==> config.mk <==
export PLATFORM = sky130hd
export DESIGN_NAME = prescaled_reload_timer_bank
export DESIGN_NICKNAME = d
export VERILOG_FILES = /design/src/design/prtb_pkg.sv /design/src/design/prtb_ctrl.sv /design/src/design/prtb_dp.sv /design/src/design/prescaled_reload_timer_bank.sv
export SDC_FILE = /design/constraint.sdc
export NUM_CORES = 2
export LEC_CHECK = 0
export BUFFER_PORTS_ARGS = -buffer_cell sky130_fd_sc_hd__buf_2
export CAP_MARGIN = 5
export CORE_MARGIN = 5
export CORE_UTILIZATION = 30
export CTS_CLUSTER_DIAMETER = 80
export CTS_CLUSTER_SIZE = 14
export DETAILED_ROUTE_END_ITERATION = 8
export GPL_TIMING_DRIVEN = 0
export HOLD_SLACK_MARGIN = 0.15
export MAX_ROUTING_LAYER = met4
export REMOVE_ABC_BUFFERS = 1
export SLEW_MARGIN = 20
export SYNTH_ARGS = -nofsm -noshare
export SYNTH_HDL_FRONTEND = slang
export SYNTH_HIERARCHICAL = 1
export SYNTH_SLANG_ARGS = --single-unit
==> constraint.sdc <==
create_clock -name clk -period 19.25 [get_ports clk]
set_input_delay 1.925 -clock clk [delete_from_list [all_inputs] [get_ports clk]]
set_output_delay 1.925 -clock clk [all_outputs]
set_load 0.05 [all_outputs]
==> src/design/prtb_pkg.sv <==
`default_nettype none

package prtb_pkg;

  localparam int MAX_RESULTS = 16;

  localparam logic OP_TICK   = 1'b0;
  localparam logic OP_CONFIG = 1'b1;

  typedef struct packed {
    logic [7:0]  setting;
    logic [7:0]  phase;
    logic [15:0] count;
    logic [15:0] reload;
    logic        notify;
  } timer_entry_t;

  typedef struct packed {
    logic start;
    logic cfg_wr;
    logic advance;
    logic flush;
  } prtb_cmd_t;

  typedef struct packed {
    logic blocked;
    logic at_last;
    logic flush_ok;
  } prtb_sts_t;

endpackage

`default_nettype wire

==> src/design/prtb_ctrl.sv <==
`default_nettype none

module prtb_ctrl (
  input  wire logic                clk,
  input  wire logic                rst_n,
  input  wire logic                in_tvalid,
  input  wire logic                in_op,
  output logic                     in_tready,
  input  wire prtb_pkg::prtb_sts_t sts,
  output prtb_pkg::prtb_cmd_t      cmd
);

  localparam logic [1:0] ST_IDLE  = 2'd0;
  localparam logic [1:0] ST_VISIT = 2'd1;
  localparam logic [1:0] ST_FLUSH = 2'd2;

  logic [1:0] state_r;
  logic [1:0] state_nxt;

  assign in_tready = (state_r == ST_IDLE);

  always_comb begin
    state_nxt   = state_r;
    cmd.start   = 1'b0;
    cmd.cfg_wr  = 1'b0;
    cmd.advance = 1'b0;
    cmd.flush   = 1'b0;
    case (state_r)
      ST_IDLE: begin
        if (in_tvalid) begin
          if (in_op == prtb_pkg::OP_CONFIG) begin
            cmd.cfg_wr = 1'b1;
          end else begin
            cmd.start = 1'b1;
            state_nxt = ST_VISIT;
          end
        end
      end
      ST_VISIT: begin
        if (!sts.blocked) begin
          cmd.advance = 1'b1;
          if (sts.at_last) begin
            state_nxt = ST_FLUSH;
          end
        end
      end
      ST_FLUSH: begin
        if (sts.flush_ok) begin
          cmd.flush = 1'b1;
          state_nxt = ST_IDLE;
        end
      end
      default: begin
        state_nxt = ST_IDLE;
      end
    endcase
  end

  always_ff @(posedge clk) begin
    if (!rst_n) begin
      state_r <= ST_IDLE;
    end else begin
      state_r <= state_nxt;
    end
  end

endmodule

`default_nettype wire

==> src/design/prtb_dp.sv <==
`default_nettype none

module prtb_dp #(
  parameter int NUM_TIMERS     = 16,
  parameter int QUEUE_CAPACITY = 64,
  parameter int BASE_RATE_HZ   = 60
) (
  input  wire logic                clk,
  input  wire logic                rst_n,
  input  wire prtb_pkg::prtb_cmd_t cmd,
  output prtb_pkg::prtb_sts_t      sts,
  input  wire logic [3:0]          in_timer_index,
  input  wire logic [7:0]          in_prescale,
  input  wire logic [15:0]         in_reload_count,
  input  wire logic                in_notify_enable,
  input  wire logic [15:0]         in_start_value,
  input  wire logic [6:0]          in_queue_level,
  output logic                     out_valid,
  input  wire logic                out_ready,
  output logic [3:0]               out_expired_index,
  output logic [63:0]              out_tick_stamp,
  output logic                     out_last
);

  localparam int IW    = (NUM_TIMERS > 1) ? $clog2(NUM_TIMERS) : 1;
  localparam int HALF  = QUEUE_CAPACITY / 2;
  localparam int LVL_W = ($clog2(HALF + 1) > 8) ? $clog2(HALF + 1) : 8;
  localparam logic [7:0] RST_SETTING = 8'(BASE_RATE_HZ / 10);
  localparam prtb_pkg::timer_entry_t RST_ENT = '{
    setting: RST_SETTING, phase: 8'd1, count: 16'd0, reload: 16'd0, notify: 1'b0};

  prtb_pkg::timer_entry_t mem [NUM_TIMERS];
  logic [NUM_TIMERS-1:0]  valid_r;
  prtb_pkg::timer_entry_t rd_data_r;
  logic                   rd_valid_r;

  logic [IW-1:0] idx_r;
  logic [63:0]   ticks_r;
  logic [6:0]    base_r;
  logic [4:0]    emitted_r;
  logic          pend_v_r;
  logic [3:0]    pend_idx_r;

  logic          out_valid_r;
  logic [3:0]    out_idx_r;
  logic [63:0]   out_stamp_r;
  logic          out_last_r;

  prtb_pkg::timer_entry_t ent;
  prtb_pkg::timer_entry_t ent_nxt;
  prtb_pkg::timer_entry_t cfg_ent;
  logic [IW-1:0]  rd_addr;
  logic [IW-1:0]  cfg_addr;
  logic           cfg_hit;
  logic           running;
  logic [7:0]     ph1;
  logic [15:0]    c1;
  logic           expire;
  logic [LVL_W-1:0] level;
  logic           drop;
  logic           rec;
  logic           out_free;
  logic           out_load;
  logic           wr_en;
  logic [IW-1:0]  wr_addr;
  prtb_pkg::timer_entry_t wr_data;

  assign ent      = rd_valid_r ? rd_data_r : RST_ENT;
  assign running  = (ent.count != 16'd0);
  assign ph1      = ent.phase - 8'd1;
  assign c1       = ent.count - 16'd1;
  assign expire   = running && (ph1 == 8'd0) && (c1 == 16'd0);
  assign level    = LVL_W'(base_r) + LVL_W'(emitted_r);
  assign drop     = (ent.reload != 16'd0) && (level > LVL_W'(HALF));
  assign rec      = expire && ent.notify && !drop &&
                    (emitted_r < 5'(prtb_pkg::MAX_RESULTS));
  assign out_free = !out_valid_r || out_ready;
  assign out_load = (cmd.advance && rec && pend_v_r) || (cmd.flush && pend_v_r);

  always_comb begin
    ent_nxt = ent;
    if (running) begin
      ent_nxt.phase = ph1;
      if (ph1 == 8'd0) begin
        ent_nxt.phase = ent.setting;
        ent_nxt.count = (c1 == 16'd0) ? ent.reload : c1;
      end
    end
  end

  assign sts.blocked  = rec && pend_v_r && !out_free;
  assign sts.at_last  = (idx_r == IW'(NUM_TIMERS - 1));
  assign sts.flush_ok = !pend_v_r || out_free;

  assign cfg_addr = IW'(in_timer_index);
  assign cfg_hit  = (32'(in_timer_index) < NUM_TIMERS);
  assign cfg_ent  = '{setting: in_prescale, phase: 8'd1, count: in_start_value,
                      reload: in_reload_count, notify: in_notify_enable};

  always_comb begin
    if (cmd.start) begin
      rd_addr = '0;
    end else if (cmd.advance) begin
      rd_addr = idx_r + IW'(1);
    end else begin
      rd_addr = idx_r;
    end
  end

  assign wr_en   = (cmd.cfg_wr && cfg_hit) || cmd.advance;
  assign wr_addr = cmd.cfg_wr ? cfg_addr : idx_r;
  assign wr_data = cmd.cfg_wr ? cfg_ent : ent_nxt;

  always_ff @(posedge clk) begin
    if (wr_en) begin
      mem[wr_addr] <= wr_data;
    end
    rd_data_r <= mem[rd_addr];
  end

  always_ff @(posedge clk) begin
    if (!rst_n) begin
      valid_r    <= '0;
      rd_valid_r <= 1'b0;
    end else begin
      if (wr_en) begin
        valid_r[wr_addr] <= 1'b1;
      end
      rd_valid_r <= valid_r[rd_addr];
    end
  end

  always_ff @(posedge clk) begin
    if (!rst_n) begin
      idx_r       <= '0;
      ticks_r     <= 64'd0;
      base_r      <= 7'd0;
      emitted_r   <= 5'd0;
      pend_v_r    <= 1'b0;
      pend_idx_r  <= 4'd0;
      out_valid_r <= 1'b0;
      out_idx_r   <= 4'd0;
      out_stamp_r <= 64'd0;
      out_last_r  <= 1'b0;
    end else begin
      if (out_load) begin
        out_valid_r <= 1'b1;
      end else if (out_valid_r && out_ready) begin
        out_valid_r <= 1'b0;
      end
      if (cmd.start) begin
        idx_r     <= '0;
        ticks_r   <= ticks_r + 64'd1;
        base_r    <= in_queue_level;
        emitted_r <= 5'd0;
      end
      if (cmd.advance) begin
        idx_r <= idx_r + IW'(1);
        if (rec) begin
          emitted_r  <= emitted_r + 5'd1;
          pend_v_r   <= 1'b1;
          pend_idx_r <= 4'(idx_r);
          if (pend_v_r) begin
            out_idx_r   <= pend_idx_r;
            out_stamp_r <= ticks_r;
            out_last_r  <= 1'b0;
          end
        end
      end
      if (cmd.flush && pend_v_r) begin
        pend_v_r    <= 1'b0;
        out_idx_r   <= pend_idx_r;
        out_stamp_r <= ticks_r;
        out_last_r  <= 1'b1;
      end
    end
  end

  assign out_valid         = out_valid_r;
  assign out_expired_index = out_idx_r;
  assign out_tick_stamp    = out_stamp_r;
  assign out_last          = out_last_r;

endmodule

`default_nettype wire

==> src/design/prescaled_reload_timer_bank.sv <==
// Bank of prescaled auto-reload countdown timers.
// Input stream: in_tuser selects the operation (tick or configure), in_tdata
// carries the timer fields and the downstream queue level. A configure
// transfer loads one timer and produces nothing.
// A tick transfer bumps the 64-bit tick counter and then walks the timers one
// per cycle, unless stalled on the output, through the timer memory's single
// read port: accept, one visit per timer, then a final flush. in_tready is low
// while a tick is in progress. Output stream: one transfer per expiration
// record, tlast on the last record of the tick. Each record is held one
// visit back until the next one is found so tlast can be known. When
// out_tready is low and a second record is pending, the timer walk waits;
// no record is lost.
// Reset: all timers stopped, reload zero, prescale BASE_RATE_HZ/10, phase one,
// tick counter zero. Timer state resets through per-entry valid bits, so the
// block takes transfers in the first cycle after reset.
`default_nettype none

module prescaled_reload_timer_bank #(
  parameter int NUM_TIMERS     = 16,
  parameter int QUEUE_CAPACITY = 64,
  parameter int BASE_RATE_HZ   = 60
) (
  input  wire logic        clk,
  input  wire logic        rst_n,
  input  wire logic        in_tvalid,
  output logic             in_tready,
  // timer_index[3:0], prescale[11:4], reload_count[27:12], notify_enable[28],
  // start_value[44:29], queue_level[51:45], zero pad [55:52]
  input  wire logic [55:0] in_tdata,
  // operation[0]
  input  wire logic        in_tuser,
  output logic             out_tvalid,
  input  wire logic        out_tready,
  // expired_index[3:0], tick_stamp[67:4], zero pad [71:68]
  output logic [71:0]      out_tdata,
  output logic             out_tlast
);

  prtb_pkg::prtb_cmd_t cmd;
  prtb_pkg::prtb_sts_t sts;
  logic [3:0]  exp_idx;
  logic [63:0] stamp;

  prtb_ctrl u_ctrl (
    .clk       (clk),
    .rst_n     (rst_n),
    .in_tvalid (in_tvalid),
    .in_op     (in_tuser),
    .in_tready (in_tready),
    .sts       (sts),
    .cmd       (cmd)
  );

  prtb_dp #(
    .NUM_TIMERS     (NUM_TIMERS),
    .QUEUE_CAPACITY (QUEUE_CAPACITY),
    .BASE_RATE_HZ   (BASE_RATE_HZ)
  ) u_dp (
    .clk               (clk),
    .rst_n             (rst_n),
    .cmd               (cmd),
    .sts               (sts),
    .in_timer_index    (in_tdata[3:0]),
    .in_prescale       (in_tdata[11:4]),
    .in_reload_count   (in_tdata[27:12]),
    .in_notify_enable  (in_tdata[28]),
    .in_start_value    (in_tdata[44:29]),
    .in_queue_level    (in_tdata[51:45]),
    .out_valid         (out_tvalid),
    .out_ready         (out_tready),
    .out_expired_index (exp_idx),
    .out_tick_stamp    (stamp),
    .out_last          (out_tlast)
  );

  assign out_tdata = {4'd0, stamp, exp_idx};

endmodule

`default_nettype wire
* Word level (Yosys, flattened, before mapping)
Memory sizes are Yosys's and may differ from the RTL's. A register that Yosys moved wholly into a read port is not among the register bits.
Index checks and enable logic that the tools add are counted.
** Storage, ports and cells
- Flip-flop bits (word level) :: 174
- Latch bits :: 0
- Bits in writable memories :: 784
- Bits in read-only memories :: 0
- Output and inout port bits :: 75
- Memories kept :: 1
** Operators by class
- Add/subtract/negate cells :: 6
- Multiply operators :: 0
- Div/mod/pow operators :: 0
- $lt $le $gt $ge :: 5
- Eq/ne operators :: 8
- Shift-type cells :: 0
- Mux-type cells :: 47
- Bitwise logic cells :: 2
- Reduce and logical (&&, ||, !) cells :: 35
** Memory list
- u_dp.mem :: words 16, width 49, read ports 1, clocked after memory_dff 1, wr ports 1, line prtb_dp.sv:32 : prtb_pkg::timer_entry_t mem [NUM_TIMERS];
** Operator list (count)
- $mux W64 :: 4
- $mux W49 :: 2
- $add A64 B1 Y64 const B :: 1
- $mux W24 :: 2
- $mux W4 :: 9
- $reduce_bool A16 Y1 :: 2
- $logic_not A16 Y1 :: 1
- $mux W1 :: 16
- $mux W16 :: 1
- $or A16 B16 Y16 :: 1
- $sub A16 B1 Y16 const B :: 1
- $mux W5 :: 3
- $mux W2 :: 7
- $logic_and A1 B1 Y1 :: 13
- $lt A4 B5 Y1 const B :: 2
- $ne A2 B2 Y1 const B :: 5
- $reduce_bool A2 Y1 :: 5
- $add A7 B5 Y8 :: 1
- $gt A8 B6 Y1 const B :: 1
- $logic_not A8 Y1 :: 1
- $sub A8 B1 Y8 const B :: 1
- $pmux W2 S3 :: 1
- $add A5 B1 Y5 const B :: 1
- $lt A5 B5 Y1 const B :: 1
- other kinds (15) :: 21

* Longest topological paths before layout
- Word-level depth :: 16
- Depth in mapped cells :: 24
- Gate-level depth less buffers :: 16

* Hierarchy
The synthesis kept the hierarchy.
** By module, submodules not included
- prtb_dp :: instances 1, cells an instance 2580, area an instance 40042.2 µm², sequential area each 27966.8 µm²
- prtb_ctrl :: instances 1, cells an instance 17, area an instance 125.1 µm², sequential area each 40.0 µm²
- prescaled_reload_timer_bank :: instances 1, cells an instance 5, area an instance 33.8 µm², sequential area each 0.0 µm²

* Worst setup path after synthesis
OpenSTA, ideal clock, no wires.
- Path type :: register to register
- From :: register u_dp.rd_valid_r
- To :: memory u_dp/mem[13][0] (netlist bit), enable pin
- Arrival time :: 6103 ps
- Required time :: 18793 ps
- Slack :: 12689 ps
- Cell stages (with the launch flop) :: 17
- Path buffers :: 6
- Clock period less this slack :: 6561 ps
- Cells stage by stage :: dfxtp_1 clkbuf_1 clkbuf_1 clkbuf_1 buf_1 nand2_1 ha_1 and4_1 o311ai_0 or3_1 clkbuf_1 nor4b_1 nor2_1 clkbuf_1 nand2_1 o32a_1 nor2_1
** RTL lines
- start: declaration :: line prtb_dp.sv:35 : logic rd_valid_r;
- start signal: assignment :: line prtb_dp.sv:129 : rd_valid_r <= valid_r[rd_addr];
- end: declaration :: line prtb_dp.sv:32

==> metrics.md <==
| Metric | Value |
|---|---|
| Power Dens Cells | 89.8 nW/um^2 |
| Crit. End Element | flop |
| Vias per cell | 5.06 |
| Postcts setup bufs | 0 |
| Site row count | 134 |
| Ports | 136 |
| Total power | 4.28 mW |
| Number of synthesized flops with an enable pin | roughly 780 |
| Register area share after synthesis | 0.697 |
| Final Setup Violations | 0 |
| Core area | 133000 um^2 |
| First drt pass iteration count | 5 |
| Final Instance Count excl. Fillers | between 4000 and 5000 |
| Die ar. | 141000 um^2 |
| Antenna violations before repair | 3 |
| GR Util met2 | 0.211 |
| Maxcap violations | 0 |
| CP required | ~20 ns |
| WP data arrival | 7.88 ns |
| DPL Wire Length | 66700 um |
| Met1 Use GR | 0.203 |
| DR vias | between 20000 and 25000 |
| WL final | 101000 um |
| Max Clock Freq | between 100 and 150 MHz |
| First-pass GRT wire length | approximately 150000 um |
| Final Hold Viols | 0 |
| Met3 Use GR | 0.0330 |
| Netlist cell types | 73 |
| Synth warn | 6 |
| Area Growth Syn to Fin | 18.7% |
| Synth top area share | 0.586 |
| Synth area leaders | edfxtp_1, mux4_2, dfxtp_1, nand2_1, mux2i_1 |
| Fill count | 12500 |
| Syn Inst Count | 2602 |
| Routed Antenna Nets | 0 |
| GRT Util Overall | 0.143 |
| Status | completed |
| Hold Path Class | reg -> reg |
| Nets | 2843 |
| Initial drt markers | 2054 |
| Final period util | 0.380 |
| Die width | 376 um |
| Utilization after layout | 0.358 |
| CTS root buffer | clkbuf_16 |
| Clk Latency, worst-skew pair | 0.71 ns |
| #FFs+latches synth | 1007 |
| Initial Utilization | 0.302 |
| Routed len/inst | 22.0 um |
| CTS tree | done |
| Shortest period the worst path allows | 7.31 ns |
| GRT Residual Overflow | 0 |
| Residual DRC | 0 |
| Post-synthesis async set-or-reset flop share | 0 |
| Syn_area_per_cell | around 15 um^2 |
| RSZ-0062 raised after global routing | no |
| CTS clk-pin slew, worst paths | approximately 0.070 ns |
| Largest net degree at the start of global routing | approximately 110 |
| GRT Max-Usage Layer | met2 |
| Max Root-Sink Buffers | 3 |
| Top-count cell post-synth | edfxtp_1 |
| CTS Buf Count | 83 |
| Area of the mapped netlist | roughly 40000 um^2 |
| IO Port Bufs | about 130 |
| Synth area leader | edfxtp_1 |
| Final setup margin | 11.94 ns |
| WS Path Type | reg -> reg |
| Layout cell share with drive strength beyond 1 | 0.208 |
| Hold Buf Count CTS | 0 |
| Vias in the first global route | between 20000 and 25000 |
| Clock Sinks | 1007 |
| Crit Path Max Fanout | between 50 and 60 |
| Peak supply drop | 0.0596 mV |
| Worst Hold Slack | 0.454 ns |
| Post_cts resized | 0 |
| H-tree levels | 3 |
| Pre-CTS WS | 11.79 ns |
| Fin. max-slew vios | 0 |
| DP Cell Count | 4451 |
| Post-synth top cells | edfxtp_1, nand2_1, dfxtp_1 |
| Relative slew slack | 0.266 |
| Die Y | 376 um |
| Predominant post-synthesis flop cell | edfxtp_1 |
| Routability congestion estimate | 0.773 |
| Worst-margin pin slew | ~1.1 ns |
| Leakage power | 15.0 nW |
| Worst Skew | 0.0760 ns |
| Startpoint Class | flop |
==> per-layer routing <==
| metal | wire length, um | up-vias |
|---|---|---|
| met4 | 1830 | 0 |
| met5 | 0 | - |
| li1 | - | 10300 |
| met1 | 45900 | 12000 |
| met2 | 45000 | 829 |
| met3 | 8240 | 130 |
==> logic make-up (layout without fill, tap and decap cells) <==
| family | Yosys count | after routing | synth area share |
|---|---|---|---|
| buffers and inverters | 193 | 416 | 0.0197 |
| AO/OA/AOI/OAI | 311 | 311 | 0.0494 |
| multiplexers | 283 | 283 | 0.133 |
| AND/OR/NAND/NOR | 745 | 745 | 0.0864 |
| other | 1 | 6 | 0.0000933 |
| flip-flops | 1007 | 1007 | 0.697 |
| adder cells (fa/ha/maj) | 14 | 14 | 0.00454 |
| XOR/XNOR | 48 | 48 | 0.0105 |
==> final timing paths <==
check                                        startpoint                      end  cells past startpoint  slack, ns
worst max-delay path                    u_dp/rd_valid_r       u_dp/rd_data_r[13]                     24      11.94
worst min-delay path            u_dp/out_tick_stamp[57]  u_dp/out_tick_stamp[57]                      2       0.45
worst max register to register          u_dp/rd_valid_r       u_dp/rd_data_r[13]                     24      11.94
worst min register to register  u_dp/out_tick_stamp[57]  u_dp/out_tick_stamp[57]                      2       0.45
==> power by group <==
part | total, mW | internal [mW] | switching (mW)
registers | 2.42 | 2.39 | 0.0264
clock network | 1.62 | 0.829 | 0.788
logic | 0.252 | 0.0988 | 0.153
==> area by class of cell <==
class                      count  area [um^2]  area share
antenna                        2         5.00    0.000105
clock buffer                 134         2300      0.0482
clock inverter                11          181     0.00380
inverter                      31          121     0.00254
multi-input combinational   1405        11700       0.245
sequential                  1007        28000       0.587
tap                         1768         2210      0.0464
timing repair buffer         240         3210      0.0672
==> cell usage in the layout, fill, tap and decap left out, types with 5 or more instances in the layout <==
cell type / instances
edfxtp_1: 784
nand2_1: 342
dfxtp_1: 222
mux4_2: 200
buf_2: 126
nor2_1: 120
clkbuf_16: 84
mux2i_1: 81
a21oi_1: 73
buf_16: 60
a31oi_1: 55
and2_1: 51
a211oi_1: 51
clkbuf_1: 49
nand3_1: 40
buf_12: 37
o21ai_0: 36
inv_1: 30
nand4_1: 27
xnor2_1: 24
xor2_1: 24
o21ai_1: 23
nor4_1: 22
nor2_4: 20
or3_1: 19
nor3_1: 17
and3_1: 16
nand2b_1: 15
ha_1: 13
and2_0: 10
and4_1: 10
buf_6: 9
a32oi_1: 7
nor2b_1: 6
o31ai_2: 6
a22o_1: 5
o211ai_1: 5
or4_1: 5
buf_4: 5
==> flip-flops by register name (all words and copies together) (netlist names) <==
| signal | count |
|---|---|
| u_dp/rd_valid_r | 1 |
| u_dp/valid_r | 16 |
| u_ctrl/state_r | 2 |
| u_dp/emitted_r | 5 |
| u_dp/out_valid | 1 |
| u_dp/mem | 784 |
| u_dp/out_last | 1 |
| u_dp/pend_v_r | 1 |
| u_dp/out_expired_index | 4 |
| u_dp/base_r | 7 |
| u_dp/out_tick_stamp | 64 |
| u_dp/ticks_r | 64 |
| u_dp/idx_r | 4 |
| u_dp/rd_data_r | 49 |
| u_dp/pend_idx_r | 4 |
==> worst max-delay path, stage by stage (launching register included) <==
cell	delay (ns)
dfxtp_4	0.40
buf_16	0.22
nand2_1	0.16
ha_1	0.59
inv_1	0.19
or3_1	0.34
a32oi_1	0.34
nand4b_1	0.14
nor4_1	0.83
nor4b_1	0.37
nor2_1	0.29
nand2b_1	0.26
a21oi_4	0.53
buf_16	0.24
buf_16	0.18
buf_16	0.18
buf_16	0.18
buf_16	0.18
buf_8	0.17
buf_16	0.18
buf_16	0.18
mux4_2	0.50
and2_1	0.17
a211oi_1	0.25
a31oi_1	0.06
==> per-stage QoR <==
| stage | TNS, ns | area (um^2) |
|---|---|---|
| final | 0 | 47700 |
| after global routing | 0 | 47700 |
| after CTS | 0 | 47700 |
| after detailed placement | 0 | 45200 |
| after global placement | -725.75 | 42400 |
| after floorplan | -165.35 | 39500 |
Power figures use the tool's default switching activity.
